**config.mk**
```make
export PLATFORM = sky130hd
export DESIGN_NAME = divider_and_reload_timer_top_flat
export DESIGN_NICKNAME = d
export VERILOG_FILES = /design/src/drt_pkg.sv /design/src/drt_if.sv /design/src/divider_and_reload_timer_top.sv /design/src/drt_core.sv /design/src/flat_wrapper.sv
export SDC_FILE = /design/constraint.sdc
export NUM_CORES = 1
export LEC_CHECK = 0
export BUFFER_PORTS_ARGS = -buffer_cell sky130_fd_sc_hd__buf_2
export CORE_AREA = 2 2 106 83
export CTS_CLUSTER_SIZE = 20
export DETAILED_ROUTE_END_ITERATION = 6
export DIE_AREA = 0 0 108 85
export PLACE_DENSITY = 0.7
export SYNTH_ARGS = -nofsm -noshare
export SYNTH_HDL_FRONTEND = slang
export SYNTH_SLANG_ARGS = --single-unit
```
**constraint.sdc**
```tcl
create_clock -name clk -period 2.54 [get_ports clk]
set_clock_uncertainty 0.05 [all_clocks]
set_input_delay 0.254 -clock clk [delete_from_list [all_inputs] [get_ports clk]]
set_output_delay 0.254 -clock clk [all_outputs]
set_load 0.02 [all_outputs]
```
**src/drt_pkg.sv**
```systemverilog
// shared types, codes and constants of the divider and reload timer
// no dependencies; imported by every other file of the block
`default_nettype none

package drt_pkg;

  // ticks per divider step
  localparam int unsigned DIV_TICKS  = 256;
  localparam int unsigned PRESCALE_W = $clog2(DIV_TICKS);

  localparam int unsigned BYTE_W   = 8;
  localparam int unsigned PERIOD_W = 11;

  // control register fields
  localparam int unsigned CTRL_ENABLE_BIT = 2;

  typedef enum logic [1:0] {
    CMD_TICK  = 2'd0,
    CMD_READ  = 2'd1,
    CMD_WRITE = 2'd2
  } cmd_t;

  typedef enum logic [1:0] {
    REG_DIV     = 2'd0,
    REG_COUNT   = 2'd1,
    REG_MODULO  = 2'd2,
    REG_CONTROL = 2'd3
  } reg_addr_t;

  typedef enum logic [1:0] {
    SEL_1024 = 2'd0,
    SEL_16   = 2'd1,
    SEL_64   = 2'd2,
    SEL_256  = 2'd3
  } period_sel_t;

  typedef struct packed {
    cmd_t              cmd;
    reg_addr_t         reg_addr;
    logic [BYTE_W-1:0] write_byte;
  } item_t;

  typedef struct packed {
    logic [BYTE_W-1:0] read_byte;
    logic              timer_irq;
  } result_t;

  localparam logic [PERIOD_W-1:0] RESET_PERIOD = PERIOD_W'(1024);

  function automatic logic [PERIOD_W-1:0] period_for(input logic [1:0] sel);
    logic [PERIOD_W-1:0] p;
    unique case (period_sel_t'(sel))
      SEL_1024: p = PERIOD_W'(1024);
      SEL_16:   p = PERIOD_W'(16);
      SEL_64:   p = PERIOD_W'(64);
      SEL_256:  p = PERIOD_W'(256);
      default:  p = PERIOD_W'(1024);
    endcase
    return p;
  endfunction

endpackage

`default_nettype wire

```
**src/drt_if.sv**
```systemverilog
// valid/ready channel interfaces for the request and response sides
// depends on drt_pkg for the byte width
`default_nettype none

interface drt_req_if
  import drt_pkg::*;
  ();
  logic              valid;
  logic              ready;
  logic [1:0]        cmd;
  logic [1:0]        reg_addr;
  logic [BYTE_W-1:0] write_byte;

  modport source (output valid, output cmd, output reg_addr, output write_byte,
                  input ready);
  modport sink   (input valid, input cmd, input reg_addr, input write_byte,
                  output ready);
endinterface

interface drt_rsp_if
  import drt_pkg::*;
  ();
  logic              valid;
  logic              ready;
  logic [BYTE_W-1:0] read_byte;
  logic              timer_irq;

  modport source (output valid, output read_byte, output timer_irq, input ready);
  modport sink   (input valid, input read_byte, input timer_irq, output ready);
endinterface

`default_nettype wire

```
**src/divider_and_reload_timer_top.sv**
```systemverilog
// divider and reload timer: input register, timer core and result register
// depends on drt_pkg, drt_if (drt_req_if, drt_rsp_if) and drt_core
//
// Emulated handheld timer with divider, counter, modulo and control byte
// registers. Every request is a clock tick, a register read or a register
// write, and gives exactly one response carrying read_byte (the register on
// a read, zero otherwise) and timer_irq (set when a tick overflowed the
// enabled counter, which then reloads from modulo). Throughput is one request
// per clock cycle while the response side does not stall. A request passes
// through the input register, then through the timer core into the result
// register, before its response is offered. The request side keeps accepting
// while a response waits, as long as the input register is empty, so a
// stalled response backs up at most two items.
`default_nettype none

module divider_and_reload_timer_top
  import drt_pkg::*;
(
  input  wire logic  clk,
  input  wire logic  rst,
  drt_req_if.sink    req,
  drt_rsp_if.source  rsp
);

  // input register
  logic    in_valid;
  item_t   in_item;
  // result register
  logic    out_valid;
  result_t out_result;

  result_t core_result;
  logic    advance;
  logic    req_xfer;

  // the input register empties into the result register when that is free
  // or being drained in this cycle
  assign advance  = in_valid && (!out_valid || rsp.ready);
  assign req.ready = !in_valid || advance;
  assign req_xfer = req.valid && req.ready;

  always_ff @(posedge clk) begin
    if (rst) begin
      in_valid <= 1'b0;
    end else if (req_xfer) begin
      in_valid <= 1'b1;
    end else if (advance) begin
      in_valid <= 1'b0;
    end
  end

  // payload needs no reset
  always_ff @(posedge clk) begin
    if (req_xfer) begin
      in_item.cmd        <= cmd_t'(req.cmd);
      in_item.reg_addr   <= reg_addr_t'(req.reg_addr);
      in_item.write_byte <= req.write_byte;
    end
  end

  // timer state commits exactly when its item moves to the result register
  drt_core u_core (
    .clk    (clk),
    .rst    (rst),
    .fire   (advance),
    .item   (in_item),
    .result (core_result)
  );

  always_ff @(posedge clk) begin
    if (rst) begin
      out_valid <= 1'b0;
    end else if (advance) begin
      out_valid <= 1'b1;
    end else if (rsp.ready) begin
      out_valid <= 1'b0;
    end
  end

  always_ff @(posedge clk) begin
    if (advance) begin
      out_result <= core_result;
    end
  end

  assign rsp.valid     = out_valid;
  assign rsp.read_byte = out_result.read_byte;
  assign rsp.timer_irq = out_result.timer_irq;

endmodule

`default_nettype wire

```
**src/drt_core.sv**
```systemverilog
// timer register file and single-pass update logic for one item
// depends on drt_pkg
`default_nettype none

module drt_core
  import drt_pkg::*;
(
  input  wire logic    clk,
  input  wire logic    rst,
  input  wire logic    fire,
  input  wire item_t   item,
  output result_t      result
);

  logic [BYTE_W-1:0]     div_value, div_value_next;
  logic [PRESCALE_W-1:0] div_prescale, div_prescale_next;
  logic [BYTE_W-1:0]     count_value, count_value_next;
  logic [BYTE_W-1:0]     modulo_value, modulo_value_next;
  logic [BYTE_W-1:0]     control_value, control_value_next;
  logic [PERIOD_W-1:0]   latched_period, latched_period_next;
  logic [PERIOD_W-1:0]   period_countdown, period_countdown_next;
  logic [BYTE_W:0]       count_inc;

  always_comb begin
    div_value_next        = div_value;
    div_prescale_next     = div_prescale;
    count_value_next      = count_value;
    modulo_value_next     = modulo_value;
    control_value_next    = control_value;
    latched_period_next   = latched_period;
    period_countdown_next = period_countdown;
    result                = '0;
    count_inc             = {1'b0, count_value} + (BYTE_W+1)'(1);

    unique case (item.cmd)
      CMD_TICK: begin
        if (div_prescale == PRESCALE_W'(DIV_TICKS - 1)) begin
          div_prescale_next = '0;
          div_value_next    = div_value + BYTE_W'(1);
        end else begin
          div_prescale_next = div_prescale + PRESCALE_W'(1);
        end
        // expiry at one or zero
        if (period_countdown <= PERIOD_W'(1)) begin
          period_countdown_next = latched_period;
          if (control_value[CTRL_ENABLE_BIT]) begin
            if (count_inc[BYTE_W]) begin
              count_value_next = modulo_value;
              result.timer_irq = 1'b1;
            end else begin
              count_value_next = count_inc[BYTE_W-1:0];
            end
          end
        end else begin
          period_countdown_next = period_countdown - PERIOD_W'(1);
        end
      end
      CMD_READ: begin
        unique case (item.reg_addr)
          REG_DIV:     result.read_byte = div_value;
          REG_COUNT:   result.read_byte = count_value;
          REG_MODULO:  result.read_byte = modulo_value;
          REG_CONTROL: result.read_byte = control_value;
          default:     result.read_byte = '0;
        endcase
      end
      CMD_WRITE: begin
        unique case (item.reg_addr)
          REG_DIV:     div_value_next    = '0;
          REG_COUNT:   count_value_next  = item.write_byte;
          REG_MODULO:  modulo_value_next = item.write_byte;
          REG_CONTROL: begin
            control_value_next  = item.write_byte;
            latched_period_next = period_for(item.write_byte[1:0]);
          end
          default: ;
        endcase
      end
      default: ;
    endcase
  end

  always_ff @(posedge clk) begin
    if (rst) begin
      div_value        <= '0;
      div_prescale     <= '0;
      count_value      <= '0;
      modulo_value     <= '0;
      control_value    <= '0;
      latched_period   <= RESET_PERIOD;
      period_countdown <= RESET_PERIOD;
    end else if (fire) begin
      div_value        <= div_value_next;
      div_prescale     <= div_prescale_next;
      count_value      <= count_value_next;
      modulo_value     <= modulo_value_next;
      control_value    <= control_value_next;
      latched_period   <= latched_period_next;
      period_countdown <= period_countdown_next;
    end
  end

endmodule

`default_nettype wire

```
**src/flat_wrapper.sv**
```systemverilog
// flat-port wrapper written by rule: the top's interface ports become plain ports
module divider_and_reload_timer_top_flat import drt_pkg::*;
  (clk, rst, req_valid, req_cmd, req_reg_addr, req_write_byte, req_ready, rsp_valid, rsp_read_byte, rsp_timer_irq, rsp_ready);
  drt_req_if req_i ();
  drt_rsp_if rsp_i ();
  input  wire logic clk;
  input  wire logic rst;
  input wire logic [$bits(req_i.valid)-1:0] req_valid;
  input wire logic [$bits(req_i.cmd)-1:0] req_cmd;
  input wire logic [$bits(req_i.reg_addr)-1:0] req_reg_addr;
  input wire logic [$bits(req_i.write_byte)-1:0] req_write_byte;
  output wire logic [$bits(req_i.ready)-1:0] req_ready;
  output wire logic [$bits(rsp_i.valid)-1:0] rsp_valid;
  output wire logic [$bits(rsp_i.read_byte)-1:0] rsp_read_byte;
  output wire logic [$bits(rsp_i.timer_irq)-1:0] rsp_timer_irq;
  input wire logic [$bits(rsp_i.ready)-1:0] rsp_ready;
  assign req_i.valid = req_valid;
  assign req_i.cmd = req_cmd;
  assign req_i.reg_addr = req_reg_addr;
  assign req_i.write_byte = req_write_byte;
  assign req_ready = req_i.ready;
  assign rsp_valid = rsp_i.valid;
  assign rsp_read_byte = rsp_i.read_byte;
  assign rsp_timer_irq = rsp_i.timer_irq;
  assign rsp_i.ready = rsp_ready;
  divider_and_reload_timer_top u_core (.clk(clk), .rst(rst), .req(req_i), .rsp(rsp_i));
endmodule
```
==> results of run 1 <==
through the flow:
stage	power, mW	setup slack [ns]
floorplan	1.48	0.771
CTS	2.41	0.429
global route	2.51	0.307
detailed placement	1.54	0.462
finish	2.40	0.417
global placement	1.53	0.492
cell families after synthesis:
family	after synthesis	share of synthesized area
compound gates	60	0.109
xor+xnor	21	0.0505
fa+ha+maj	5	0.0172
buf+inv	22	0.0244
flops	78	0.487
mux	21	0.0859
simple gates	164	0.226
Yosys cell counts, types with 3 or more instances:
cell type,n,area share
sky130_fd_sc_hd__xor2_1,8,0.019
sky130_fd_sc_hd__nand3b_1,3,0.0062
sky130_fd_sc_hd__mux2i_1,11,0.030
sky130_fd_sc_hd__a41oi_1,3,0.0072
sky130_fd_sc_hd__or4_1,3,0.0062
sky130_fd_sc_hd__clkbuf_1,11,0.011
sky130_fd_sc_hd__nor2_1,45,0.046
sky130_fd_sc_hd__and2_1,7,0.012
sky130_fd_sc_hd__nand3_1,16,0.022
sky130_fd_sc_hd__mux4_2,8,0.049
sky130_fd_sc_hd__buf_2,5,0.0069
sky130_fd_sc_hd__nand4_1,8,0.014
sky130_fd_sc_hd__and4_1,4,0.0096
sky130_fd_sc_hd__a21oi_1,24,0.033
sky130_fd_sc_hd__and3_1,4,0.0069
sky130_fd_sc_hd__o31ai_1,3,0.0062
sky130_fd_sc_hd__ha_1,5,0.017
sky130_fd_sc_hd__inv_1,5,0.0052
sky130_fd_sc_hd__nand2b_1,5,0.0086
sky130_fd_sc_hd__nand2_1,38,0.039
sky130_fd_sc_hd__edfxtp_1,21,0.17
sky130_fd_sc_hd__xnor2_1,13,0.031
sky130_fd_sc_hd__nor2b_1,10,0.017
sky130_fd_sc_hd__o21ai_0,11,0.015
sky130_fd_sc_hd__nor4_1,5,0.0086
sky130_fd_sc_hd__dfxtp_1,57,0.31
sky130_fd_sc_hd__nor3_1,6,0.0082
power by group:
part           internal [mW]  switching, mW  total, mW
clock                  0.377          0.509      0.886
combinational         0.0746          0.104      0.178
sequential              1.31         0.0322       1.34
final timing paths:
check,start,to
worst max-delay path,u_core.in_item[10],u_core.u_core.count_value[2]
worst min-delay path,req_write_byte[0],u_core.in_item[0]
worst max register to register,u_core.in_item[10],u_core.u_core.count_value[2]
worst min register to register,u_core.u_core.latched_period[4],u_core.u_core.latched_period[4]
layout make-up:
class | count | share of cell area
Clock buffer | 9 | 0.0298
Clock inverter | 7 | 0.0150
Inverter | 5 | 0.00451
Multi-Input combinational cell | 271 | 0.428
Sequential cell | 78 | 0.426
Tap cell | 108 | 0.0325
Timing Repair Buffer | 41 | 0.0638
flip-flops by register name (all words and copies together), names as in the netlist, 8 cells and up:
name	cells
u_core.in_item	12
u_core.u_core.period_countdown	11
u_core.rsp.read_byte	8
u_core.u_core.control_value	8
u_core.u_core.count_value	8
u_core.u_core.div_prescale	8
u_core.u_core.div_value	8
u_core.u_core.modulo_value	8
layer usage:
| layer | vias to the layer above | routed length, µm |
|---|---|---|
| met3 | 8 | 542 |
| met2 | 90 | 3020 |
| met5 | - | 0 |
| met1 | 1290 | 3970 |
| li1 | 1415 | - |
| met4 | 0 | 77 |
repair_timing:
item,in CTS,in global routing
hold endpoints to repair,2,7
hold buffers,2,7
setup buffers,0,0
==> impl_metrics.prom, run 1 <==
# TYPE chip_impl_metric gauge
chip_impl_metric{name="final_util",unit=""} 0.509
chip_impl_metric{name="finish.cell_count_without_fillers",unit=""} 519
chip_impl_metric{name="post-route-min-period",unit="ns"} 2.12
chip_impl_metric{name="synth_enable_flop_cells",unit=""} 21
chip_impl_metric{name="clock_sink_count",unit=""} 78
chip_impl_metric{name="critical_path_arrival",unit="ns"} 2.37
chip_impl_metric{name="rr_worst_depth",unit=""} 5
chip_impl_info{name="most_common_cell_after_layout_fill_and_taps_aside",value="sky130_fd_sc_hd__dfxtp_1"} 1
chip_impl_metric{name="timing.hold.worst_path_depth",unit=""} 1
chip_impl_metric{name="critical-path-max-stage-delay",unit="ns"} 0.59
chip_impl_metric{name="cts.repair.resized",unit=""} 0
chip_impl_metric{name="maximum_number_of_pins_on_one_net_before_global_route_repair",unit=""} 34
chip_impl_info{name="dominantRegCellSynth",value="sky130_fd_sc_hd__dfxtp_1"} 1
chip_impl_info{name="largest_delay_share_family_worst_path",value="simple AND/OR/NAND/NOR gates"} 1
chip_impl_metric{name="drt-wirelength-per-cell",unit="µm"} 14.7
chip_impl_metric{name="synth_sequential_area_ratio",unit=""} 0.487
chip_impl_info{name="unrepaired_setup_endpoints_after_global_routing",value="no"} 1
chip_impl_metric{name="std_cell_rows",unit=""} 29
chip_impl_metric{name="reg_to_reg_slack_setup",unit="ns"} 0.42
chip_impl_info{name="status",value="finished clean"} 1
chip_impl_metric{name="clk_pin_slew",unit="ns"} 0.09
chip_impl_info{name="highest_count_cells_in_the_layout_ignoring_fill_and_taps",value="sky130_fd_sc_hd__dfxtp_1 (57), sky130_fd_sc_hd__nor2_1 (45), sky130_fd_sc_hd__nand2_1 (38)"} 1
chip_impl_metric{name="worstPathBufferInverterCount",unit=""} 0
chip_impl_metric{name="worstSkewPairLatency",unit="ns"} 0.37
chip_impl_metric{name="portBuffers",unit=""} 26
chip_impl_metric{name="fillCellCount",unit=""} 731
chip_impl_metric{name="vias",unit=""} 2803
chip_impl_metric{name="post_synth_instance_area",unit="µm²"} 3640
chip_impl_metric{name="power.density_cell_area",unit="nW/µm²"} 578
chip_impl_info{name="hold_path.class",value="primary input to flip-flop"} 1
chip_impl_metric{name="antenna_found_initial",unit=""} 0
chip_impl_metric{name="final_area",unit="µm²"} 4160
chip_impl_metric{name="synth_cell_types",unit=""} 54
chip_impl_metric{name="place_area",unit="µm²"} 3880
chip_impl_metric{name="global_route.overflow_total",unit=""} 0
chip_impl_metric{name="maxClockFrequency",unit="MHz"} 471
chip_impl_metric{name="worst-endpoint-required",unit="ns"} 2.79
chip_impl_metric{name="synth_warnings",unit=""} 0
chip_impl_metric{name="first_iter_violations",unit=""} 226
chip_impl_metric{name="fp.dieW",unit="µm"} 108
chip_impl_metric{name="gr-usage-met2",unit=""} 0.233
chip_impl_metric{name="grtUsageTotal",unit=""} 0.178
chip_impl_metric{name="first_global_vias",unit=""} 2460
chip_impl_metric{name="timing.max_slew.rel_slack",unit=""} 0.491
chip_impl_metric{name="avgSynthCellArea",unit="µm²"} 9.81
chip_impl_metric{name="floorplan.io_pins",unit=""} 27
chip_impl_info{name="crit_path_top_delay_cell",value="sky130_fd_sc_hd__or4_1"} 1
chip_impl_metric{name="placed_cells",unit=""} 494
chip_impl_metric{name="finalWeightedCongestion",unit=""} 0.881
chip_impl_metric{name="dr.pass1.iters",unit=""} 4
chip_impl_info{name="crit_path_cell_trace",value="nand2b_1 -> nor2_2 -> o211ai_2 -> or4_1 -> a21oi_1"} 1
chip_impl_metric{name="syn_inst",unit=""} 371
chip_impl_metric{name="syn-num-nets",unit=""} 392
chip_impl_metric{name="totalNegativeSetupSlack",unit="ns"} 0
chip_impl_metric{name="total_half_perimeter_wirelength_after_legalization_and_detailed_placement",unit="µm"} 5420
chip_impl_metric{name="grt_util_met1",unit=""} 0.279
chip_impl_metric{name="layout.area.seq",unit="µm²"} 1770
chip_impl_metric{name="multi_input_area",unit="µm²"} 1780
chip_impl_metric{name="critical_path_cell_count",unit=""} 5
chip_impl_metric{name="design.die.area",unit="µm²"} 9180
chip_impl_metric{name="post-route-period-util",unit=""} 0.836
chip_impl_metric{name="vdd.ir_drop.worst",unit="µV"} 421
chip_impl_metric{name="max_cap_violations",unit=""} 0
chip_impl_metric{name="syn_to_final_growth",unit="%"} 14.2
chip_impl_info{name="cts_tree",value="done"} 1
chip_impl_metric{name="grt_pass1_wl",unit="µm"} 12600
chip_impl_metric{name="number_of_nets_in_the_finished_design",unit=""} 427
chip_impl_metric{name="worst_hold_slack",unit="ns"} 0.0130
chip_impl_metric{name="power.static_leakage",unit="nW"} 1.44
chip_impl_metric{name="ctsHtreeMaxLevel",unit=""} 3
chip_impl_metric{name="postSynthRegisterBits",unit=""} 78
chip_impl_metric{name="max_slew.worst_pin.slew",unit="ns"} 0.757
chip_impl_metric{name="initial_core_util",unit=""} 0.446
chip_impl_metric{name="antenna_left",unit=""} 0
chip_impl_metric{name="numCtsBuffers",unit=""} 9
chip_impl_info{name="endpoint_kind_of_the_worst_setup_timing_path",value="flip-flop"} 1
chip_impl_info{name="crit_path_start_kind",value="flip-flop"} 1
chip_impl_metric{name="ctsLongestPathBuffers",unit=""} 2
chip_impl_metric{name="route.detailed.vias_per_inst",unit=""} 5.40
chip_impl_info{name="clock_tree.root_cell",value="sky130_fd_sc_hd__clkbuf_8"} 1
chip_impl_info{name="worst-setup-path-type",value="flip-flop to flip-flop"} 1
chip_impl_metric{name="async_flop_share",unit=""} 0
chip_impl_metric{name="insertedDiodeCount",unit=""} 0
chip_impl_metric{name="critical_path_peak_fanout",unit=""} 15
chip_impl_metric{name="groute.layer.met3.usage",unit=""} 0.0484
chip_impl_metric{name="report.final.hold_viol_count",unit=""} 0
chip_impl_metric{name="post_route_cells_drive_above_1_share",unit=""} 0.165
chip_impl_metric{name="floorplan.core_area",unit="µm²"} 8160
chip_impl_metric{name="maxSlewViolCount",unit=""} 0
chip_impl_metric{name="chipHeight",unit="µm"} 85
chip_impl_metric{name="detail_route.drc_violations",unit=""} 0
chip_impl_metric{name="postRouteWirelength",unit="µm"} 7610
chip_impl_info{name="top_usage_layer",value="met1"} 1
chip_impl_metric{name="finalSetupViolCount",unit=""} 0
(Power assumes the default switching activity.)
==> run 2, diff against run 1 <==
--- a/config.mk
+++ b/config.mk
@@ -10,7 +10,7 @@
 export CTS_CLUSTER_SIZE = 20
 export DETAILED_ROUTE_END_ITERATION = 6
 export DIE_AREA = 0 0 108 85
-export PLACE_DENSITY = 0.7
+export PLACE_DENSITY = 0.73
 export SYNTH_ARGS = -nofsm -noshare
 export SYNTH_HDL_FRONTEND = slang
 export SYNTH_SLANG_ARGS = --single-unit
==> constraint.sdc (replaced) <==
create_clock -name clk -period 1.7 [get_ports clk]
set_clock_uncertainty 0.05 [all_clocks]
set_input_delay 0.17 -clock clk [delete_from_list [all_inputs] [get_ports clk]]
set_output_delay 0.17 -clock clk [all_outputs]
set_load 0.02 [all_outputs]
==> impl_metrics.prom, run 2 (synthesized netlist as in run 1, its figures left out) <==
# TYPE chip_impl_metric gauge
chip_impl_metric{name="power.density_cell_area",unit="nW/µm²"} 784
chip_impl_metric{name="ctsHtreeMaxLevel",unit=""} 3
chip_impl_metric{name="grt_pass1_wl",unit="µm"} 15400
chip_impl_metric{name="placed_cells",unit=""} 556
chip_impl_metric{name="floorplan.io_pins",unit=""} 27
chip_impl_metric{name="setup_slack",unit="ns"} -0.0774
chip_impl_metric{name="initial_core_util",unit=""} 0.446
chip_impl_info{name="status",value="complete, but fails checks"} 1
chip_impl_info{name="most_common_cell_after_layout_fill_and_taps_aside",value="sky130_fd_sc_hd__buf_4"} 1
chip_impl_metric{name="clk_pin_slew",unit="ns"} 0.09
chip_impl_metric{name="place_area",unit="µm²"} 4360
chip_impl_metric{name="first_global_vias",unit=""} 3103
chip_impl_metric{name="maximum_number_of_pins_on_one_net_before_global_route_repair",unit=""} 34
chip_impl_metric{name="vias",unit=""} 3179
chip_impl_metric{name="antenna_found_initial",unit=""} 0
chip_impl_metric{name="finalSetupViolCount",unit=""} 13
chip_impl_metric{name="chipHeight",unit="µm"} 85
chip_impl_metric{name="vdd.ir_drop.worst",unit="µV"} 632
chip_impl_metric{name="finish.cell_count_without_fillers",unit=""} 600
chip_impl_metric{name="post-route-min-period",unit="ns"} 1.78
chip_impl_metric{name="number_of_nets_in_the_finished_design",unit=""} 508
chip_impl_info{name="cts_tree",value="done"} 1
chip_impl_info{name="unrepaired_setup_endpoints_after_global_routing",value="yes"} 1
chip_impl_metric{name="route.detailed.vias_per_inst",unit=""} 5.30
chip_impl_metric{name="fp.dieW",unit="µm"} 108
chip_impl_metric{name="floorplan.core_area",unit="µm²"} 8160
chip_impl_metric{name="dr.pass1.iters",unit=""} 4
chip_impl_metric{name="final_area",unit="µm²"} 5100
chip_impl_metric{name="report.final.hold_viol_count",unit=""} 0
chip_impl_metric{name="report.power.total",unit="mW"} 4.00
chip_impl_metric{name="post_route_cells_drive_above_1_share",unit=""} 0.360
chip_impl_info{name="clock_tree.root_cell",value="sky130_fd_sc_hd__clkbuf_8"} 1
chip_impl_metric{name="gr-usage-met2",unit=""} 0.328
chip_impl_metric{name="groute.layer.met3.usage",unit=""} 0.0469
chip_impl_metric{name="critical_path_arrival",unit="ns"} 2.02
chip_impl_metric{name="max_slew.worst_pin.slew",unit="ns"} 0.429
chip_impl_info{name="largest-register",value="u_core.in_item"} 1
chip_impl_metric{name="maxClockFrequency",unit="MHz"} 563
chip_impl_metric{name="largest_register_ffs",unit=""} 12
chip_impl_metric{name="design.die.area",unit="µm²"} 9180
chip_impl_metric{name="worstSkewPairLatency",unit="ns"} 0.36
chip_impl_metric{name="postRouteWirelength",unit="µm"} 9360
chip_impl_metric{name="critical_path_peak_fanout",unit=""} 4
chip_impl_metric{name="ctsLongestPathBuffers",unit=""} 2
chip_impl_info{name="top_usage_layer",value="met2"} 1
chip_impl_info{name="top_regs",value="u_core.in_item: 12 flops, u_core.u_core.period_countdown: 11 flops"} 1
chip_impl_info{name="highest_count_cells_in_the_layout_ignoring_fill_and_taps",value="sky130_fd_sc_hd__buf_4 (68), sky130_fd_sc_hd__dfxtp_1 (51), sky130_fd_sc_hd__nor2_1 (42)"} 1
chip_impl_info{name="endpoint_kind_of_the_worst_setup_timing_path",value="flip-flop"} 1
chip_impl_info{name="hold_path.class",value="primary input to flip-flop"} 1
chip_impl_metric{name="portBuffers",unit=""} 26
chip_impl_metric{name="first_iter_violations",unit=""} 219
chip_impl_metric{name="drt-wirelength-per-cell",unit="µm"} 15.6
chip_impl_metric{name="total_half_perimeter_wirelength_after_legalization_and_detailed_placement",unit="µm"} 6470
chip_impl_metric{name="maxSlewViolCount",unit=""} 0
chip_impl_metric{name="global_route.overflow_total",unit=""} 0
chip_impl_metric{name="grtUsageTotal",unit=""} 0.219
chip_impl_metric{name="syn_to_final_growth",unit="%"} 40.1
chip_impl_metric{name="insertedDiodeCount",unit=""} 0
chip_impl_metric{name="finalWeightedCongestion",unit=""} 0.886
chip_impl_metric{name="max_cap_violations",unit=""} 0
chip_impl_info{name="failing_checks",value="setup timing"} 1
chip_impl_metric{name="worst-endpoint-required",unit="ns"} 1.94
chip_impl_metric{name="numCtsBuffers",unit=""} 9
chip_impl_metric{name="grt_util_met1",unit=""} 0.319
chip_impl_metric{name="detail_route.drc_violations",unit=""} 0
chip_impl_info{name="crit_path_start_kind",value="flip-flop"} 1
chip_impl_metric{name="post-route-period-util",unit=""} 1.05
chip_impl_metric{name="clock_sink_count",unit=""} 78
chip_impl_metric{name="std_cell_rows",unit=""} 29
chip_impl_metric{name="power.static_leakage",unit="nW"} 1.93
chip_impl_info{name="worst-setup-path-type",value="flip-flop to flip-flop"} 1
chip_impl_metric{name="antenna_left",unit=""} 0
chip_impl_metric{name="timing.max_slew.rel_slack",unit=""} 0.714
run 2: cell count changes in the layout (fill, tap and decap cells not counted), moves of 5 or more:
cell | before | now
sky130_fd_sc_hd__buf_4 | 6 | 68
sky130_fd_sc_hd__buf_6 | 0 | 14
sky130_fd_sc_hd__dfxtp_1 | 57 | 51
sky130_fd_sc_hd__o21ai_0 | 11 | 6
sky130_fd_sc_hd__nor4_1 | 5 | 0
sky130_fd_sc_hd__o21ai_1 | 1 | 6
run 2: layout make-up:
class | count | area, µm²
fill | 653 | 3060
multi-input combinational | 271 | 1990
sequential | 78 | 1780
timing repair buffer | 122 | 948
tap | 108 | 135
clock buffer | 9 | 124
clock inverter | 7 | 97.6
inverter | 5 | 18.8
run 2: final timing paths:
path                                                         from                                 end  slack (ns)  cells after the start
worst max-delay path            u_core.u_core.period_countdown[6]        u_core.u_core.count_value[2]       -0.08                      5
worst min-delay path                                          rst  u_core.u_core.period_countdown[10]        0.21                      3
worst max register to register  u_core.u_core.period_countdown[6]        u_core.u_core.count_value[2]       -0.08                      5
worst min register to register    u_core.u_core.latched_period[6]     u_core.u_core.latched_period[6]        0.43                      2
run 2: repair_timing:
action,CTS,global route
buffers inserted,7,8
setup endpoints to repair,20,51
hold buffers,13,0
resized for setup,28,40
endpoints found under the hold margin,13,0
pin swaps,10,16
run 2: where the power goes:
group          internal [mW]  leakage [nW]  switching [mW]
Clock                  0.831         0.106           0.723
Combinational          0.230          1.15           0.221
Sequential              1.95         0.667          0.0431
run 2: worst max-delay path, stage by stage, from the launching register on:
cell	delay, ns
sky130_fd_sc_hd__dfxtp_4	0.37
sky130_fd_sc_hd__nor4_4	0.31
sky130_fd_sc_hd__o2111a_1	0.23
sky130_fd_sc_hd__o211ai_2	0.13
sky130_fd_sc_hd__or4_1	0.49
sky130_fd_sc_hd__a21oi_1	0.14
run 2: through the flow:
step / hold WS [ns] / setup WS, ns / TNS [ns] / utilization
6_report: 0.207 / -0.0774 / -0.285 / 0.625
5_1_grt: 0.249 / -0.121 / -1.24 / 0.625
4_1_cts: 0.220 / -0.0581 / -0.146 / 0.598
3_5_place_dp: 0.298 / -0.100 / -0.665 / 0.534
3_3_place_gp: 0.296 / -0.0409 / -0.161 / 0.534
2_1_floorplan: 0.219 / -0.0131 / -0.0131 / -
run 2: per-layer routing:
metal	up-vias	part of all wire
li1	1578	-
met1	1511	0.48
met2	80	0.45
met3	10	0.057
met4	0	0.013
met5	-	0
